**src/hdl/bcsm_pkg.sv**
```systemverilog
// ----------------------------------------------------------------------------
// bcsm_pkg
// types, codes and helper functions of the bcd clock set menu
// ----------------------------------------------------------------------------
`timescale 1ns / 1ps

package bcsm_pkg;

   localparam int unsigned NUM_FIELDS = 6;
   localparam int unsigned FIELD_W    = 3;
   localparam int unsigned VALUE_W    = 8;
   localparam int unsigned KEY_W      = 3;

   localparam logic [FIELD_W-1:0] LAST_FIELD = FIELD_W'(NUM_FIELDS - 1);

   localparam logic CMD_KEY  = 1'b0;
   localparam logic CMD_LOAD = 1'b1;

   localparam logic [KEY_W-1:0] KEY_ABORT   = 3'd1;
   localparam logic [KEY_W-1:0] KEY_CONFIRM = 3'd2;
   localparam logic [KEY_W-1:0] KEY_UP      = 3'd3;
   localparam logic [KEY_W-1:0] KEY_DOWN    = 3'd4;

   localparam logic [FIELD_W-1:0] FLD_YEAR   = 3'd0;
   localparam logic [FIELD_W-1:0] FLD_MONTH  = 3'd1;
   localparam logic [FIELD_W-1:0] FLD_DAY    = 3'd2;
   localparam logic [FIELD_W-1:0] FLD_HOUR   = 3'd3;
   localparam logic [FIELD_W-1:0] FLD_MINUTE = 3'd4;
   localparam logic [FIELD_W-1:0] FLD_SECOND = 3'd5;

   typedef enum logic [1:0] {
      MODE_IDLE = 2'd0,
      MODE_MENU = 2'd1,
      MODE_EDIT = 2'd2
   } mode_type;

   typedef struct packed {
      logic               wr_en;
      logic [FIELD_W-1:0] wr_sel;
      logic [VALUE_W-1:0] wr_data;
      logic [FIELD_W-1:0] rd_sel;
   } store_ctrl_type;

   typedef struct packed {
      logic [VALUE_W-1:0] edit_value;
      logic [FIELD_W-1:0] edit_field;
      logic [1:0]         menu_mode;
      logic [VALUE_W-1:0] write_data;
      logic [VALUE_W-1:0] write_address;
      logic               write_valid;
   } result_type;

   function automatic logic [VALUE_W-1:0] clock_addr(input logic [FIELD_W-1:0] fld);
      logic [VALUE_W-1:0] addr;
      case (fld)
         FLD_YEAR:   addr = 8'h8C;
         FLD_MONTH:  addr = 8'h88;
         FLD_DAY:    addr = 8'h86;
         FLD_HOUR:   addr = 8'h84;
         FLD_MINUTE: addr = 8'h82;
         FLD_SECOND: addr = 8'h80;
         default:    addr = 8'h00;
      endcase
      return addr;
   endfunction

   // step a bcd byte by one modulo 100, nibbles read as tens and units
   function automatic logic [VALUE_W-1:0] bcd_step(input logic [VALUE_W-1:0] v,
                                                   input logic up);
      logic [7:0]  n;
      logic [7:0]  m;
      logic [15:0] prod;
      logic [3:0]  tens;
      logic [7:0]  tens_x10;
      logic [7:0]  units;
      n = ({4'd0, v[7:4]} * 8'd10) + {4'd0, v[3:0]};
      if (up) begin
         m = n + 8'd1;
      end else if (n == 8'd0) begin
         m = 8'd100;
      end else begin
         m = n - 8'd1;
      end
      if (m >= 8'd100) begin
         m = m - 8'd100;
      end
      if (!up && n == 8'd0) begin
         m = 8'd99;
      end
      // divide by ten via reciprocal, exact for m below 160
      prod     = {8'd0, m} * 16'd205;
      tens     = prod[14:11];
      tens_x10 = {4'd0, tens} * 8'd10;
      units    = m - tens_x10;
      return {tens, units[3:0]};
   endfunction

endpackage

```
**src/hdl/bcsm_time_store.sv**
```systemverilog
// ----------------------------------------------------------------------------
// bcsm_time_store
// six stored bcd time fields, one write port and one read port
// ----------------------------------------------------------------------------
`timescale 1ns / 1ps

module bcsm_time_store (
   input  logic                              clock,
   input  logic                              reset,
   input  bcsm_pkg::store_ctrl_type          ctrl,
   output logic [bcsm_pkg::VALUE_W-1:0]      rd_data
);

   logic [bcsm_pkg::VALUE_W-1:0] time_ff [bcsm_pkg::NUM_FIELDS];

   always_ff @(posedge clock) begin
      if (reset) begin
         for (int i = 0; i < int'(bcsm_pkg::NUM_FIELDS); i++) begin
            time_ff[i] <= '0;
         end
      end else if (ctrl.wr_en && ctrl.wr_sel < bcsm_pkg::FIELD_W'(bcsm_pkg::NUM_FIELDS)) begin
         time_ff[ctrl.wr_sel] <= ctrl.wr_data;
      end
   end

   always_comb begin
      if (ctrl.rd_sel < bcsm_pkg::FIELD_W'(bcsm_pkg::NUM_FIELDS)) begin
         rd_data = time_ff[ctrl.rd_sel];
      end else begin
         rd_data = '0;
      end
   end

endmodule

```
**src/hdl/bcsm_menu_fsm.sv**
```systemverilog
// ----------------------------------------------------------------------------
// bcsm_menu_fsm
// menu state, edit cursor and working value; forms one result per item
// ----------------------------------------------------------------------------
`timescale 1ns / 1ps

module bcsm_menu_fsm (
   input  logic                              clock,
   input  logic                              reset,
   input  logic                              step_en,
   input  logic                              command,
   input  logic [bcsm_pkg::KEY_W-1:0]        key_code,
   input  logic [bcsm_pkg::FIELD_W-1:0]      field_select,
   input  logic [bcsm_pkg::VALUE_W-1:0]      field_value,
   input  logic [bcsm_pkg::VALUE_W-1:0]      store_rd_data,
   output bcsm_pkg::store_ctrl_type          store_ctrl,
   output bcsm_pkg::result_type              result
);

   bcsm_pkg::mode_type               mode_ff, mode_in;
   logic [bcsm_pkg::FIELD_W-1:0]     cursor_ff, cursor_in;
   logic [bcsm_pkg::VALUE_W-1:0]     work_ff, work_in;
   // mirror of the stored value under the cursor
   logic [bcsm_pkg::VALUE_W-1:0]     ref_ff, ref_in;
   logic                             is_load;
   logic                             is_key;
   logic                             commit;

   assign is_load = step_en && command == bcsm_pkg::CMD_LOAD;
   assign is_key  = step_en && command == bcsm_pkg::CMD_KEY;
   assign commit  = is_key && mode_ff == bcsm_pkg::MODE_EDIT
                    && key_code == bcsm_pkg::KEY_CONFIRM && work_ff != ref_ff;

   always_ff @(posedge clock) begin
      if (reset) begin
         mode_ff   <= bcsm_pkg::MODE_IDLE;
         cursor_ff <= '0;
         work_ff   <= '0;
         ref_ff    <= '0;
      end else begin
         mode_ff   <= mode_in;
         cursor_ff <= cursor_in;
         work_ff   <= work_in;
         ref_ff    <= ref_in;
      end
   end

   // next state
   always_comb begin
      mode_in   = mode_ff;
      cursor_in = cursor_ff;
      work_in   = work_ff;
      ref_in    = ref_ff;
      if (is_load) begin
         if (field_select == cursor_ff) begin
            ref_in = field_value;
         end
      end else if (is_key) begin
         case (mode_ff)
            bcsm_pkg::MODE_IDLE: begin
               if (key_code == bcsm_pkg::KEY_ABORT) begin
                  mode_in = bcsm_pkg::MODE_MENU;
               end
            end
            bcsm_pkg::MODE_MENU: begin
               if (key_code == bcsm_pkg::KEY_ABORT) begin
                  mode_in = bcsm_pkg::MODE_IDLE;
               end else if (key_code == bcsm_pkg::KEY_CONFIRM) begin
                  mode_in   = bcsm_pkg::MODE_EDIT;
                  cursor_in = '0;
                  work_in   = store_rd_data;
                  ref_in    = store_rd_data;
               end
            end
            bcsm_pkg::MODE_EDIT: begin
               if (key_code == bcsm_pkg::KEY_ABORT) begin
                  mode_in   = bcsm_pkg::MODE_IDLE;
                  cursor_in = '0;
                  work_in   = '0;
               end else if (key_code == bcsm_pkg::KEY_CONFIRM) begin
                  if (cursor_ff == bcsm_pkg::LAST_FIELD) begin
                     mode_in   = bcsm_pkg::MODE_MENU;
                     cursor_in = '0;
                     work_in   = '0;
                  end else begin
                     cursor_in = cursor_ff + 1'b1;
                     work_in   = store_rd_data;
                     ref_in    = store_rd_data;
                  end
               end else if (key_code == bcsm_pkg::KEY_UP) begin
                  work_in = bcsm_pkg::bcd_step(work_ff, 1'b1);
               end else if (key_code == bcsm_pkg::KEY_DOWN) begin
                  work_in = bcsm_pkg::bcd_step(work_ff, 1'b0);
               end
            end
            default: begin
               mode_in = bcsm_pkg::MODE_IDLE;
            end
         endcase
      end
   end

   // outputs
   always_comb begin
      store_ctrl.wr_en   = is_load || commit;
      store_ctrl.wr_sel  = is_load ? field_select : cursor_ff;
      store_ctrl.wr_data = is_load ? field_value : work_ff;
      store_ctrl.rd_sel  = (mode_ff == bcsm_pkg::MODE_EDIT) ? cursor_ff + 1'b1 : '0;

      result.write_valid   = commit;
      result.write_address = commit ? bcsm_pkg::clock_addr(cursor_ff) : '0;
      result.write_data    = commit ? work_ff : '0;
      result.menu_mode     = mode_in;
      result.edit_field    = (mode_in == bcsm_pkg::MODE_EDIT) ? cursor_in : '0;
      result.edit_value    = (mode_in == bcsm_pkg::MODE_EDIT) ? work_in : '0;
   end

endmodule

```
**src/hdl/bcd_clock_set_menu.sv**
```systemverilog
// a result is shown on rsp the cycle after its item is accepted
// throughput: one item per cycle unless rsp stalls; the menu state register updates once per transfer
// the output register takes a new item whenever it is empty or being drained
// reset clears the menu state, the six stored time fields and the output valid
// ----------------------------------------------------------------------------
// bcd_clock_set_menu
// key driven time setting menu over six bcd clock fields
// ----------------------------------------------------------------------------
`timescale 1ns / 1ps

module bcd_clock_set_menu (
   input  logic        clock,
   input  logic        reset,
   input  logic        req_tvalid,
   output logic        req_tready,
   input  logic [15:0] req_tdata,   // key_code[2:0], field_select[5:3], field_value[13:6]
   input  logic        req_tuser,   // command[0]
   output logic        rsp_tvalid,
   input  logic        rsp_tready,
   output logic [31:0] rsp_tdata,   // write_address[7:0], write_data[15:8],
                                    // menu_mode[17:16], edit_field[20:18], edit_value[28:21]
   output logic        rsp_tuser    // write_valid[0]
);

   logic                         accept;
   logic                         rsp_valid_ff, rsp_valid_in;
   bcsm_pkg::result_type         rsp_ff;
   bcsm_pkg::result_type         result;
   bcsm_pkg::store_ctrl_type     store_ctrl;
   logic [bcsm_pkg::VALUE_W-1:0] store_rd_data;

   assign req_tready = !rsp_valid_ff || rsp_tready;
   assign accept     = req_tvalid && req_tready;

   bcsm_time_store u_store (
      .clock   (clock),
      .reset   (reset),
      .ctrl    (store_ctrl),
      .rd_data (store_rd_data)
   );

   bcsm_menu_fsm u_fsm (
      .clock         (clock),
      .reset         (reset),
      .step_en       (accept),
      .command       (req_tuser),
      .key_code      (req_tdata[2:0]),
      .field_select  (req_tdata[5:3]),
      .field_value   (req_tdata[13:6]),
      .store_rd_data (store_rd_data),
      .store_ctrl    (store_ctrl),
      .result        (result)
   );

   always_comb begin
      rsp_valid_in = rsp_valid_ff;
      if (accept) begin
         rsp_valid_in = 1'b1;
      end else if (rsp_tready) begin
         rsp_valid_in = 1'b0;
      end
   end

   always_ff @(posedge clock) begin
      if (reset) begin
         rsp_valid_ff <= 1'b0;
      end else begin
         rsp_valid_ff <= rsp_valid_in;
      end
   end

   always_ff @(posedge clock) begin
      if (accept) begin
         rsp_ff <= result;
      end
   end

   assign rsp_tvalid = rsp_valid_ff;
   assign rsp_tuser  = rsp_ff.write_valid;
   assign rsp_tdata  = {3'd0, rsp_ff.edit_value, rsp_ff.edit_field, rsp_ff.menu_mode,
                        rsp_ff.write_data, rsp_ff.write_address};

endmodule

```
**config.mk**
```make
export PLATFORM = sky130hd
export DESIGN_NAME = bcd_clock_set_menu
export DESIGN_NICKNAME = d
export VERILOG_FILES = /design/src/hdl/bcsm_pkg.sv /design/src/hdl/bcsm_time_store.sv /design/src/hdl/bcsm_menu_fsm.sv /design/src/hdl/bcd_clock_set_menu.sv
export SDC_FILE = /design/constraint.sdc
export NUM_CORES = 1
export LEC_CHECK = 0
export BUFFER_PORTS_ARGS = -buffer_cell sky130_fd_sc_hd__buf_2
export CORE_MARGIN = 1
export CORE_UTILIZATION = 55
export DETAILED_ROUTE_END_ITERATION = 8
export PLACE_DENSITY = 0.74
export SLEW_MARGIN = 5
export SYNTH_ARGS = -nofsm -noshare
export SYNTH_HDL_FRONTEND = slang
export SYNTH_SLANG_ARGS = --single-unit
```
**constraint.sdc**
```tcl
create_clock -name clock -period 8.6 [get_ports clock]
set_input_delay 1.72 -clock clock [delete_from_list [all_inputs] [get_ports clock]]
set_output_delay 1.72 -clock clock [all_outputs]
set_load 0.005 [all_outputs]
```
==> summary.json <==
{
  "clock_network": {
    "worstSkewPairLatency_ns": 0.35,
    "h-tree-depth": 3,
    "cts_tree": "done",
    "cts_buffers": 9,
    "cts_max_path_buffers": 2,
    "cts-root-buf": "clkbuf_16",
    "numClockSinks": 96,
    "clk_pin_slew_worst_paths_ns": 0.07
  },
  "synth": {
    "synth_cells": 923,
    "synth.largest_area_cell": "edfxtp_1",
    "post-synth-top-count-cell": "inv_1",
    "synthTopCellsByArea": "edfxtp_1, ha_1, fa_1",
    "ys.warnings.count": 0,
    "synthesized_area_per_cell_sq_um": 9.22,
    "ys_top_cells_by_count": "inv_1, ha_1, nor2_1",
    "syn_area_sq_um": 8510,
    "count_of_flip_flops_with_a_built_in_enable_after_synthesis": 74,
    "synth-seq-cells": 96,
    "asyncSetResetFlopFracSynth_pct": 0,
    "synth-seq-area-share_pct": 31.3,
    "ys_flop_type": "edfxtp_1",
    "netlist-cell-type-count": 84,
    "netlist.area_leader.share_pct": 26.1
  },
  "min_path": {
    "min_to": "u_fsm.ref_ff[7]$_SDFFE_PP0P_",
    "hp-class": "flip-flop to flip-flop",
    "launch_point_of_the_worst_hold_path": "u_fsm.ref_ff[7]$_SDFFE_PP0P_",
    "holdPathStages": 2
  },
  "global_route": {
    "total_grt_usage_pct": 26.0,
    "maximum_number_of_pins_on_one_net_before_global_route_repair": 31,
    "grt_first_pass_wirelength_um": 32500,
    "grt_antenna_before_repair": 1,
    "first_global_vias": 6557,
    "overflow": 0
  },
  "outcome": {
    "status": "finished clean"
  },
  "place": {
    "gp_congestion": 0.941,
    "pre_cts_slack_ns": -0.159,
    "detailed_place_hpwl_um": 15300,
    "total_of_buffers_placed_on_input_and_output_ports": 46
  },
  "timing": {
    "slew_headroom_pct": 31.9,
    "setup_repair_after_global_routing_missed_its_margin": "yes",
    "final_min_period_over_clock_period_pct": 97.0,
    "finalWorstPathRequiredPeriod_ns": 8.34,
    "worst_slack_ns": 0.256,
    "count_of_final_hold_check_violations": 0,
    "finalSetupViolCount": 0,
    "max_freq_ghz": 0.120,
    "finClkSkew_ns": 0.00906,
    "timing.final.max_slew_violations": 0,
    "worst_pin_slew_ns": 1.02
  },
  "worst_setup_path": {
    "start_kind": "flip-flop",
    "worstPathMaxFanout": 5,
    "r2r.worst_path.cells": 34,
    "start_of_the_worst_register_to_register_path": "u_fsm.work_ff[5]$_SDFF_PP0_",
    "rr_endpoint": "rsp_tdata[24]$_SDFFCE_PP0P_",
    "cpMaxStageDelayCell": "fa_2",
    "critical_path_required_ns": 8.79,
    "critical_path.endpoint_type": "flip-flop",
    "ff2ff_setup_slack_ns": 0.26,
    "cp_slowest_stage_delay_ns": 0.58,
    "worst_ep_arrival_time_ns": 8.53,
    "timing.setup.critical_path_class": "flip-flop to flip-flop"
  },
  "floorplan": {
    "num_rows": 45,
    "boundaryPins": 56,
    "fp.coreArea_sq_um": 15100,
    "initial_core_util_pct": 56.2,
    "die_w_um": 126,
    "chipHeight_um": 126,
    "dieArea_sq_um": 16000
  },
  "finish": {
    "final_nets": 1134,
    "syn_to_final_growth_pct": 13.7,
    "finalCoreUtilization_pct": 63.9,
    "fillers": 1268,
    "drive_above_1_share_pct": 18.1
  },
  "drt": {
    "drt-initial-drc-count": 593,
    "drc": 0,
    "viasPerCell": 5.93,
    "antenna_violating_nets_post_route": 0,
    "routedWlPerCell_um": 17.5,
    "detailroute.via_count": 6987,
    "drt_pass_1_iters": 5,
    "wirelength_um": 20600
  },
  "pwr": {
    "power.density_nw_per_um2": 108,
    "share_clk_of_total_power_pct": 37.5,
    "power_switching_share_pct": 24.3,
    "leakage_nw": 4.29,
    "overall_power_w": 0.00105,
    "p_sw_w": 0.000254,
    "internal_power_w": 0.000792,
    "peakVddDrop_uv": 119,
    "power.share.combinational_pct": 13.1,
    "pwr-share-seq_pct": 49.4
  },
  "run": {
    "maxCapViolCount": 0
  }
}
==> critical path, delay by kind of cell (launching register included) <==
kind / cells / cell delay, ns
fa+ha+maj: 10 / 3.56
simple gates: 7 / 1.48
buf+inv: 4 / 0.24
xor+xnor: 3 / 0.63
compound gates: 10 / 1.93
flops: 1 / 0.34
==> final cells by class <==
type | count | area, sq um | share of cell area, %
diodes | 1 | 2.50 | 0.0259
well taps | 188 | 235 | 2.43
repair buffers | 90 | 568 | 5.87
inverters | 106 | 398 | 4.11
flip-flops and latches | 96 | 2670 | 27.5
multi-input cells | 681 | 5510 | 57.0
clock inverters | 4 | 26.3 | 0.272
clock buffers | 12 | 268 | 2.77
==> cells by family (layout without fill, tap and decap cells) <==
family	count (synthesis)	count (layout)	synth area share, %
buffers and inverters	152	212	7.27
other	1	8	0.0441
adder cells (fa/ha/maj)	129	129	21.3
multiplexers	28	28	3.40
AND/OR/NAND/NOR	285	285	16.2
XOR/XNOR	44	44	5.13
AO/OA/AOI/OAI	188	188	15.4
flip-flops	96	96	31.3
==> power by group through the flow <==
stage          registers [W]  clock network [W]  logic [W]
5_1_grt             0.000517           0.000412   0.000152
4_1_cts             0.000516           0.000395   0.000125
3_5_place_dp        0.000526                  0   0.000124
2_1_floorplan       0.000526                  0  0.0000854
3_3_place_gp        0.000526                  0   0.000122
6_report            0.000516           0.000392   0.000137
==> timing repair <==
| action | in CTS | in global routing |
|---|---|---|
| hold buffers | 0 | 0 |
| resized for setup | 9 | 48 |
| pin swaps | 3 | 31 |
| setup buffers | 2 | 11 |
| setup endpoints to repair | 7 | 8 |
| cloned | 0 | 0 |
==> metrics by stage <==
| step | hold WS (ns) | instances | TNS, ns | instance area [sq um] |
|---|---|---|---|---|
| after CTS | 0.523 | 1166 | 0 | 9340 |
| final | 0.521 | 1178 | 0 | 9670 |
| after global routing | 0.539 | 1178 | -0.221 | 9670 |
| after global placement | 0.496 | 1148 | -0.0981 | 9010 |
| after floorplan | 0.481 | 929 | 0 | 8530 |
| after detailed placement | 0.505 | 1148 | -0.560 | 9010 |
==> flip-flops by register name, summed over array words and instances, names as in the netlist <==
signal           count
rsp_tuser            1
rsp_tdata           25
u_fsm.work_ff        8
u_fsm.cursor_ff      3
u_fsm.ref_ff         8
u_store.time_ff     48
u_fsm.mode_ff        2
rsp_tvalid           1
==> worst max-delay path by stage <==
stage	start	endpoint	slack, ns	cells after the start
floorplan	u_fsm.work_ff[5]$_SDFF_PP0_	rsp_tdata[24]$_SDFFCE_PP0P_	0.04	35
global placement	u_fsm.work_ff[5]$_SDFF_PP0_	rsp_tdata[23]$_SDFFCE_PP0P_	-0.05	36
detailed placement	u_fsm.work_ff[5]$_SDFF_PP0_	rsp_tdata[23]$_SDFFCE_PP0P_	-0.16	36
CTS	u_fsm.work_ff[5]$_SDFF_PP0_	rsp_tdata[24]$_SDFFCE_PP0P_	0.002	37
global route	u_fsm.work_ff[7]$_SDFF_PP0_	rsp_tdata[24]$_SDFFCE_PP0P_	-0.09	37
finish	u_fsm.work_ff[5]$_SDFF_PP0_	rsp_tdata[24]$_SDFFCE_PP0P_	0.26	34
==> placed cells by master (no fill, tap or decap), types with 17 or more instances in the layout <==
cell	instances
buf_2	46
and2_1	22
inv_1	102
fa_1	25
ha_1	96
nor2_1	76
xnor2_1	19
mux2i_1	21
buf_4	42
dfxtp_1	20
nand3_1	17
nor3_1	35
o21ai_0	32
edfxtp_1	74
nand2_1	67
a21oi_1	43
xor2_1	18
==> per-layer routing <==
| layer | global-route usage [%] | part of all wire (%) | up-vias |
|---|---|---|---|
| met2 | 42.5 | 48 | 261 |
| met3 | 4.81 | 7.0 | 43 |
| met1 | 34.9 | 43 | 3338 |
| li1 | - | - | 3345 |
| met4 | 8.08 | 2.4 | 0 |
| met5 | 0 | 0 | - |
Note: power is estimated with default switching activity, not from simulation.
